### config.mk
export PLATFORM = sky130hd
export DESIGN_NAME = like_pattern_matcher
export DESIGN_NICKNAME = d
export VERILOG_FILES = /design/src/sv/lpm_pkg.sv /design/src/sv/lpm_cell.sv /design/src/sv/like_pattern_matcher.sv
export SDC_FILE = /design/constraint.sdc
export NUM_CORES = 1
export LEC_CHECK = 0
export ABC_CLOCK_PERIOD_IN_PS = 4100
export BUFFER_PORTS_ARGS = -buffer_cell sky130_fd_sc_hd__buf_2
export CAP_MARGIN = 20
export CORE_MARGIN = 4
export CORE_UTILIZATION = 57
export DETAILED_ROUTE_END_ITERATION = 12
export GPL_ROUTABILITY_DRIVEN = 1
export GPL_TIMING_DRIVEN = 0
export PLACE_DENSITY = 0.72
export REMOVE_ABC_BUFFERS = 1
export SETUP_SLACK_MARGIN = 0.1
export SLEW_MARGIN = 20
export SYNTH_ARGS = -nofsm -noshare
export SYNTH_HDL_FRONTEND = slang
export SYNTH_SLANG_ARGS = --single-unit
### constraint.sdc
create_clock -name clk -period 4.1 [get_ports clk]
set_input_delay 0.82 -clock clk [delete_from_list [all_inputs] [get_ports clk]]
set_output_delay 0.82 -clock clk [all_outputs]
set_load 0.005 [all_outputs]
### src/sv/lpm_pkg.sv
package lpm_pkg;

    // Store size
    localparam int MAX_TOKENS_DEF = 64;

    // Pattern bytes with a fixed meaning
    localparam logic [7:0] CH_RUN    = 8'h25;
    localparam logic [7:0] CH_ONE    = 8'h5F;
    localparam logic [7:0] ESC_RESET = 8'h5C;

    // Token kinds
    localparam logic [1:0] KIND_LIT = 2'd0;
    localparam logic [1:0] KIND_ONE = 2'd1;
    localparam logic [1:0] KIND_RUN = 2'd2;

    // Commands
    localparam logic [1:0] CMD_CLEAR   = 2'd0;
    localparam logic [1:0] CMD_PATTERN = 2'd1;
    localparam logic [1:0] CMD_TEXT    = 2'd2;
    localparam logic [1:0] CMD_END     = 2'd3;

    // Status codes
    localparam logic [1:0] ST_OK       = 2'd0;
    localparam logic [1:0] ST_OVERFLOW = 2'd1;
    localparam logic [1:0] ST_LONE_ESC = 2'd2;

    typedef struct packed {
        logic [1:0] kind;
        logic [7:0] value;
    } token_t;

    typedef struct packed {
        logic [1:0] command;
        logic [7:0] byte_value;
    } in_t;

    typedef struct packed {
        logic       matched;
        logic [1:0] status;
    } out_t;

    // Broadcast to every cell of the chain
    typedef struct packed {
        logic       text_step;
        logic       restart;
        token_t     wr_token;
        logic [7:0] text_byte;
    } cell_ctrl_t;

endpackage

### src/sv/lpm_cell.sv
// One pattern position: holds token i and the active bit of position i.
module lpm_cell #(
    parameter logic RESET_ACTIVE = 1'b0
) (
    input  logic               clk,
    input  logic               rst_n,
    input  lpm_pkg::cell_ctrl_t ctrl,
    input  logic               wr_en,
    input  logic               valid,
    input  logic               restart_val,
    input  logic               fwd_in,
    input  logic               pre_in,
    input  logic               run_in,
    output logic               fwd_out,
    output logic               pre_out,
    output logic               run_out,
    output logic               active
);

    lpm_pkg::token_t tok_reg;
    logic            active_reg;
    logic            active_next;
    logic            is_run;
    logic            pre;

    // Token storage, written once per pattern load
    always_ff @(posedge clk)
    begin
        if (wr_en)
        begin
            tok_reg <= ctrl.wr_token;
        end
    end

    assign is_run = valid && (tok_reg.kind == lpm_pkg::KIND_RUN);

    // Advance to the next position on a single-byte match
    assign fwd_out = active_reg && valid && (tok_reg.kind != lpm_pkg::KIND_RUN) &&
                     ((tok_reg.kind == lpm_pkg::KIND_ONE) ||
                      (tok_reg.value == ctrl.text_byte));

    // Arrival from the left or staying on an any-run
    assign pre     = fwd_in || (active_reg && is_run);
    assign pre_out = pre;
    assign run_out = is_run;

    // Closure: an any-run on the left may match nothing (runs never adjoin)
    always_comb
    begin
        if (ctrl.restart)
        begin
            active_next = restart_val;
        end
        else if (ctrl.text_step)
        begin
            active_next = pre || (pre_in && run_in);
        end
        else
        begin
            active_next = active_reg;
        end
    end

    always_ff @(posedge clk or negedge rst_n)
    begin
        if (!rst_n)
        begin
            active_reg <= RESET_ACTIVE;
        end
        else
        begin
            active_reg <= active_next;
        end
    end

    assign active = active_reg;

endmodule

### src/sv/like_pattern_matcher.sv
// SQL LIKE matcher with escape. Every command is one transaction and the block takes one per
// cycle, back to back: the pattern is compiled into a chain of MAX_TOKENS cells, each holding
// one token and one active position, and a text byte updates all positions at once
// through neighbor-to-neighbor links along the chain. Clear, pattern and text commands give no
// result; each end-of-text command gives one result (matched, status) in the next cycle through
// an output register, and input stalls only while that register is full and not taken.
// Status reports a pattern that overflowed the token store or ended in a lone escape; both
// force matched to 0. After each end of text the next text is matched against the same
// pattern. Loading a pattern byte or clearing restarts text matching.
module like_pattern_matcher #(
    parameter int MAX_TOKENS = lpm_pkg::MAX_TOKENS_DEF
) (
    input  logic          clk,
    input  logic          rst_n,
    input  logic          cfg_wr_en,
    input  logic [7:0]    cfg_wr_data,
    input  logic          in_valid,
    output logic          in_ready,
    input  lpm_pkg::in_t  in_data,
    output logic          out_valid,
    input  logic          out_ready,
    output lpm_pkg::out_t out_data
);

    localparam int CW = $clog2(MAX_TOKENS + 1);

    logic [7:0]          esc_reg;
    logic [CW-1:0]       count_reg, count_next;
    logic                pend_reg, pend_next;
    logic                ovf_reg, ovf_next;
    logic                last_run_reg, last_run_next;
    logic                first_run_reg, first_run_next;
    logic                end_active_reg, end_active_next;
    logic                out_valid_reg, out_valid_next;
    lpm_pkg::out_t       out_data_reg, out_data_next;

    logic                accept;
    logic                do_append;
    logic [1:0]          app_kind;
    logic                esc_on;
    logic                hit;
    lpm_pkg::cell_ctrl_t ctrl;

    logic [MAX_TOKENS-1:0] fwd, pre, run, act;
    logic [MAX_TOKENS:0]   act_all;

    assign in_ready = !out_valid_reg || out_ready;
    assign accept   = in_valid && in_ready;
    assign esc_on   = (esc_reg != lpm_pkg::CH_RUN) && (esc_reg != lpm_pkg::CH_ONE);

    // Escape register
    always_ff @(posedge clk or negedge rst_n)
    begin
        if (!rst_n)
        begin
            esc_reg <= lpm_pkg::ESC_RESET;
        end
        else if (cfg_wr_en)
        begin
            esc_reg <= cfg_wr_data;
        end
    end

    // Pattern compiler: classify a pattern byte
    always_comb
    begin
        do_append = 1'b0;
        app_kind  = lpm_pkg::KIND_LIT;
        pend_next = pend_reg;
        if (accept && (in_data.command == lpm_pkg::CMD_PATTERN))
        begin
            if (pend_reg)
            begin
                pend_next = 1'b0;
                do_append = 1'b1;
            end
            else if (esc_on && (in_data.byte_value == esc_reg))
            begin
                pend_next = 1'b1;
            end
            else if (in_data.byte_value == lpm_pkg::CH_RUN)
            begin
                do_append = !last_run_reg;
                app_kind  = lpm_pkg::KIND_RUN;
            end
            else if (in_data.byte_value == lpm_pkg::CH_ONE)
            begin
                do_append = 1'b1;
                app_kind  = lpm_pkg::KIND_ONE;
            end
            else
            begin
                do_append = 1'b1;
            end
        end
        else if (accept && (in_data.command == lpm_pkg::CMD_CLEAR))
        begin
            pend_next = 1'b0;
        end
    end

    // Token store bookkeeping
    always_comb
    begin
        count_next     = count_reg;
        ovf_next       = ovf_reg;
        last_run_next  = last_run_reg;
        first_run_next = first_run_reg;
        if (accept && (in_data.command == lpm_pkg::CMD_CLEAR))
        begin
            count_next     = '0;
            ovf_next       = 1'b0;
            last_run_next  = 1'b0;
            first_run_next = 1'b0;
        end
        else if (do_append)
        begin
            if (count_reg >= CW'(MAX_TOKENS))
            begin
                ovf_next = 1'b1;
            end
            else
            begin
                count_next    = CW'(count_reg + 1'b1);
                last_run_next = (app_kind == lpm_pkg::KIND_RUN);
                if (count_reg == '0)
                begin
                    first_run_next = (app_kind == lpm_pkg::KIND_RUN);
                end
            end
        end
    end

    always_ff @(posedge clk or negedge rst_n)
    begin
        if (!rst_n)
        begin
            count_reg     <= '0;
            pend_reg      <= 1'b0;
            ovf_reg       <= 1'b0;
            last_run_reg  <= 1'b0;
            first_run_reg <= 1'b0;
        end
        else
        begin
            count_reg     <= count_next;
            pend_reg      <= pend_next;
            ovf_reg       <= ovf_next;
            last_run_reg  <= last_run_next;
            first_run_reg <= first_run_next;
        end
    end

    // Broadcast control for the chain
    always_comb
    begin
        ctrl.text_step      = accept && (in_data.command == lpm_pkg::CMD_TEXT);
        ctrl.restart        = accept && (in_data.command != lpm_pkg::CMD_TEXT);
        ctrl.wr_token.kind  = app_kind;
        ctrl.wr_token.value = (app_kind == lpm_pkg::KIND_LIT) ? in_data.byte_value : 8'h00;
        ctrl.text_byte      = in_data.byte_value;
    end

    // Chain of position cells
    for (genvar i = 0; i < MAX_TOKENS; i++)
    begin : g_cell
        logic cell_fwd_in, cell_pre_in, cell_run_in, cell_rv, cell_wr;

        if (i == 0)
        begin : g_first
            assign cell_fwd_in = 1'b0;
            assign cell_pre_in = 1'b0;
            assign cell_run_in = 1'b0;
            assign cell_rv     = 1'b1;
        end
        else
        begin : g_rest
            assign cell_fwd_in = fwd[i-1];
            assign cell_pre_in = pre[i-1];
            assign cell_run_in = run[i-1];
            assign cell_rv     = (i == 1) ? first_run_next : 1'b0;
        end

        assign cell_wr = do_append && (count_reg == CW'(i));

        lpm_cell #(
            .RESET_ACTIVE((i == 0) ? 1'b1 : 1'b0)
        ) u_cell (
            .clk         (clk),
            .rst_n       (rst_n),
            .ctrl        (ctrl),
            .wr_en       (cell_wr),
            .valid       (count_reg > CW'(i)),
            .restart_val (cell_rv),
            .fwd_in      (cell_fwd_in),
            .pre_in      (cell_pre_in),
            .run_in      (cell_run_in),
            .fwd_out     (fwd[i]),
            .pre_out     (pre[i]),
            .run_out     (run[i]),
            .active      (act[i])
        );
    end

    // Final position past the last cell
    always_comb
    begin
        if (ctrl.restart)
        begin
            end_active_next = 1'b0;
        end
        else if (ctrl.text_step)
        begin
            end_active_next = fwd[MAX_TOKENS-1] || (pre[MAX_TOKENS-1] && run[MAX_TOKENS-1]);
        end
        else
        begin
            end_active_next = end_active_reg;
        end
    end

    always_ff @(posedge clk or negedge rst_n)
    begin
        if (!rst_n)
        begin
            end_active_reg <= 1'b0;
        end
        else
        begin
            end_active_reg <= end_active_next;
        end
    end

    assign act_all = {end_active_reg, act};
    assign hit     = act_all[count_reg];

    // Result register
    always_comb
    begin
        out_valid_next = out_valid_reg && !out_ready;
        out_data_next  = out_data_reg;
        if (accept && (in_data.command == lpm_pkg::CMD_END))
        begin
            out_valid_next = 1'b1;
            if (ovf_reg)
            begin
                out_data_next.status  = lpm_pkg::ST_OVERFLOW;
                out_data_next.matched = 1'b0;
            end
            else if (pend_reg)
            begin
                out_data_next.status  = lpm_pkg::ST_LONE_ESC;
                out_data_next.matched = 1'b0;
            end
            else
            begin
                out_data_next.status  = lpm_pkg::ST_OK;
                out_data_next.matched = hit;
            end
        end
    end

    always_ff @(posedge clk or negedge rst_n)
    begin
        if (!rst_n)
        begin
            out_valid_reg <= 1'b0;
        end
        else
        begin
            out_valid_reg <= out_valid_next;
        end
    end

    always_ff @(posedge clk)
    begin
        out_data_reg <= out_data_next;
    end

    assign out_valid = out_valid_reg;
    assign out_data  = out_data_reg;

endmodule

==> impl_summary.md <==
Synth
For this run, the register share of the synthesized area comes to 0.638. The total of warnings raised by yosys is 0. Each instance of the synthesized netlist takes up on average 13.5 sq um. The post-synthesis instance area is 33,600 sq um. Yosys mapped a number of flops with a built-in enable equal to roughly 640. The leading register cell type out of synthesis is sky130_fd_sc_hd__edfxtp_1. In the synthesized netlist, the number of instances is about 2,500. The synthesized netlist contains 81 unique library cells. The flop and latch count out of synthesis is around 730. The share of synthesized flip-flops with an asynchronous set or reset is 0.117.

Die
The die width is 251 um. The count of standard-cell rows is 88. The die is 251 um tall. The initial core utilization is 0.579. The boundary pin count is 28. After floorplanning, the core was sized to cover between 50,000 and 60,000 sq um.

The die outline area is 62,900 sq um.

Placed design
Once placement completed, the tool counted placed cells totaling 3,212. The quantity of I/O buffers inserted on ports is 27. Prior to clock tree synthesis, the placed netlist has a worst setup slack of -0.711 ns. The post-placement cell area is 35,500 sq um. The routability-driven placement congestion ratio is 0.955.

The detailed-placement wirelength estimate is around 56,000 um.

Route
After detailed routing, the number of remaining DRC violations is 0. The number of nets with antenna violations after routing is 0. For this block, the via count after detailed routing is 21,700. The number of detailed-routing iterations run before antenna repair is 6. The routed length per instance is 26.0 um. The initial detailed-routing violation count is around 3,000.

For this block, the routed nets add up to approximately 87,000 um of wire. The detail-routed via count per cell is 6.50.

Clock tree
The clock network latency to the later pin of the worst-skew pair is 0.62 ns. The clock tree buffer depth is 3. TritonCTS built the clock tree.

The number of clock buffers added by TritonCTS is 74. Buffers inserted to repair hold after CTS numbered 0. The clock input transition at the sequential cells of the worst setup and hold paths is 0.07 ns. The CTS root buffer is sky130_fd_sc_hd__clkbuf_16. The number of clock sinks is 728. The total number of H-tree levels is 3.

Timing
The final max-slew violation count is 0. The maximum achievable frequency is 256 MHz. The worst slew slack as a fraction of its limit is 0.260.

Setup violations remaining at the end of the flow were counted as 0. The hold violation count in the final report is 0. Counting I/O delays and the setup requirement, the final critical path takes 3.90 ns. The fraction of the cycle the final worst path needs is 0.952. The clock skew after layout is 0.0258 ns.

Setup repair after global routing left no endpoint under its margin. The slew of the pin with the lowest slew margin is 1.11 ns. The worst path setup slack after routing is 0.198 ns.

Critical path
For the worst setup path, the data arrival time is 4.14 ns. The start point of the critical path is in_data[7]. The worst reg-to-reg path cell count is 7. The largest single stage delay on the critical path is 0.70 ns. The worst flop-to-flop path endpoint is g_cell[30].u_cell.tok_reg[2]$_DFFE_PP_. The cell type of the slowest stage on the worst timing path is sky130_fd_sc_hd__nor2_1. The maximum net fanout on the critical path is 67. Traced cell by cell, the critical path runs through buf_8 > buf_16 > xor2_1 > nor4_1 > o311ai_2 > a22oi_2 > buf_6 > or4_1 > nor2_1.

The last element of the critical path is g_cell[30].u_cell.tok_reg[2]$_DFFE_PP_. The worst setup path is of the in -> reg kind. The critical path startpoint category is an input pin. In this run the register-to-register setup slack is 0.27 ns. Data on the critical path is required at its endpoint by 4.33 ns. The startpoint identified for the worst register-to-register timing path is esc_reg[6]$_DFFE_PN1P_. The endpoint type of the worst setup path is a register.

Job
The max-cap violation count is 0.

GRT
The overflow left after global routing is 0. The total routing usage reported by global routing is 0.274. The via count of the first global-routing pass was approximately 22,000.

The first global-routing pass estimated around 130,000 um of wire. The maximum number of pins on one net before global-route repair is 68. The initial antenna violation count is 2.

Pwr
The worst-case vdd ir drop is 382 uV. The power per cell area is 422 nW/um^2. The power after layout is 16,000 uW.

Summed over all cells, the static leakage comes to 0.0123 uW.

Run status
The run finished with clean final reports.

Cells and area
The number of nets at the end of the flow is 2,549. With fillers left out, the area of the finished cells amounts to about 38,000 sq um. The post-layout utilization of the core is 0.654. The number of antenna diodes in the final layout is 0. The register with the most flip-flops in the layout has 640 of them. Relative to the synthesized area, the layout overhead comes to 13.0%. The proportion of layout cells with a drive suffix above 1 is 0.112. The final cell count without fillers is ~3,300.

Worst hold path
The worst min-delay path class is in -> async.
routing by layer:
| metal | wire, um | track usage | vias up |
|---|---|---|---|
| met2 | 41100 | 0.443 | 1228 |
| met5 | 53 | 0 | - |
| met4 | 2990 | 0.0942 | 2 |
| met3 | 8710 | 0.0673 | 240 |
| li1 | - | - | 9380 |
| met1 | 34100 | 0.368 | 10900 |
per-stage QoR:
stage	TNS [ns]	hold WS [ns]
floorplan	-34.54	0.466
global placement	-5211.87	0.479
detailed placement	-211.81	0.501
CTS	0	0.130
global route	0	0.157
finish	0	0.156
cell usage in the layout (no fill, tap or decap), types with 17 or more instances in the layout:
master	n
sky130_fd_sc_hd__nand2b_1	34
sky130_fd_sc_hd__mux4_2	17
sky130_fd_sc_hd__clkbuf_1	22
sky130_fd_sc_hd__maj3_1	18
sky130_fd_sc_hd__edfxtp_1	643
sky130_fd_sc_hd__xnor2_1	364
sky130_fd_sc_hd__nor2b_1	21
sky130_fd_sc_hd__a31oi_1	18
sky130_fd_sc_hd__xor2_1	157
sky130_fd_sc_hd__nor3_1	45
sky130_fd_sc_hd__clkbuf_16	77
sky130_fd_sc_hd__dfrtp_1	73
sky130_fd_sc_hd__inv_1	56
sky130_fd_sc_hd__nor4_1	49
sky130_fd_sc_hd__nor2_1	96
sky130_fd_sc_hd__buf_2	22
sky130_fd_sc_hd__buf_16	32
sky130_fd_sc_hd__o31ai_1	19
sky130_fd_sc_hd__a21oi_1	67
sky130_fd_sc_hd__o21ai_0	92
sky130_fd_sc_hd__nand4_1	101
sky130_fd_sc_hd__a221o_1	21
sky130_fd_sc_hd__nand3_1	43
sky130_fd_sc_hd__nand2_1	99
cells in the mapped netlist (all sizes together), types with 56 or more instances:
library cell,instances,area [sq um]
edfxtp,643,19300
xnor2,364,3190
xor2,157,1380
nor2,114,428
nand4,101,632
nand2,100,375
buf,97,534
o21ai,92,460
dfrtp,80,2000
a21oi,68,340
nor3,59,295
inv,56,210
worst min path at each step:
stage                                                      end                            startpoint  slack [ns]
final                     g_cell[22].u_cell.active$_DFFE_PN0P_                                 rst_n        0.16
after global routing      g_cell[22].u_cell.active$_DFFE_PN0P_                                 rst_n        0.16
after CTS                              first_run_reg$_DFF_PN0_                                 rst_n        0.13
after detailed placement             out_data[0]$_SDFFCE_PP1P_                   ovf_reg$_DFFE_PN0P_        0.50
after global placement               out_data[0]$_SDFFCE_PP1P_                   ovf_reg$_DFFE_PN0P_        0.48
after floorplan           g_cell[51].u_cell.active$_DFFE_PN0P_  g_cell[51].u_cell.active$_DFFE_PN0P_        0.47
worst max-delay path: cells and delay by family:
kind                      cells  cell delay (ns)
buffers and inverters         3             1.02
xor gates and xnor gates      1             0.19
AOI/OAI and AO/OA             2             0.49
and+or+nand+nor               3             1.46
repair_timing:
action / CTS / global route
endpoints found under the hold margin: 0 / 0
buffers inserted: 0 / 0
setup endpoints to repair: 80 / 351
resized for setup: 6 / 12
pin swaps: 0 / 0
gates cloned: 0 / 0
layout make-up:
class,instances,area [sq um]
Clock buffer,111,2170
Clock inverter,24,229
Fill cell,4009,20100
Inverter,57,214
Multi-Input combinational cell,1578,11500
Sequential cell,728,21500
Tap cell,765,957
Timing Repair Buffer,84,1400
cell families after synthesis:
logic type,share of synthesized area
DFF,0.638
and+or+nand+nor,0.101
xor gates and xnor gates,0.136
adders and majority gates,0.00648
muxes,0.0168
buffers and inverters,0.0259
AOI/OAI and AO/OA,0.0754
power breakdown:
group	leakage [uW]	internal [uW]	switching [uW]
sequential	0.00699	8080	77.7
combinational	0.00417	400	787
clock	0.00117	3920	2740
Note: power is estimated with default switching activity, not from simulation.
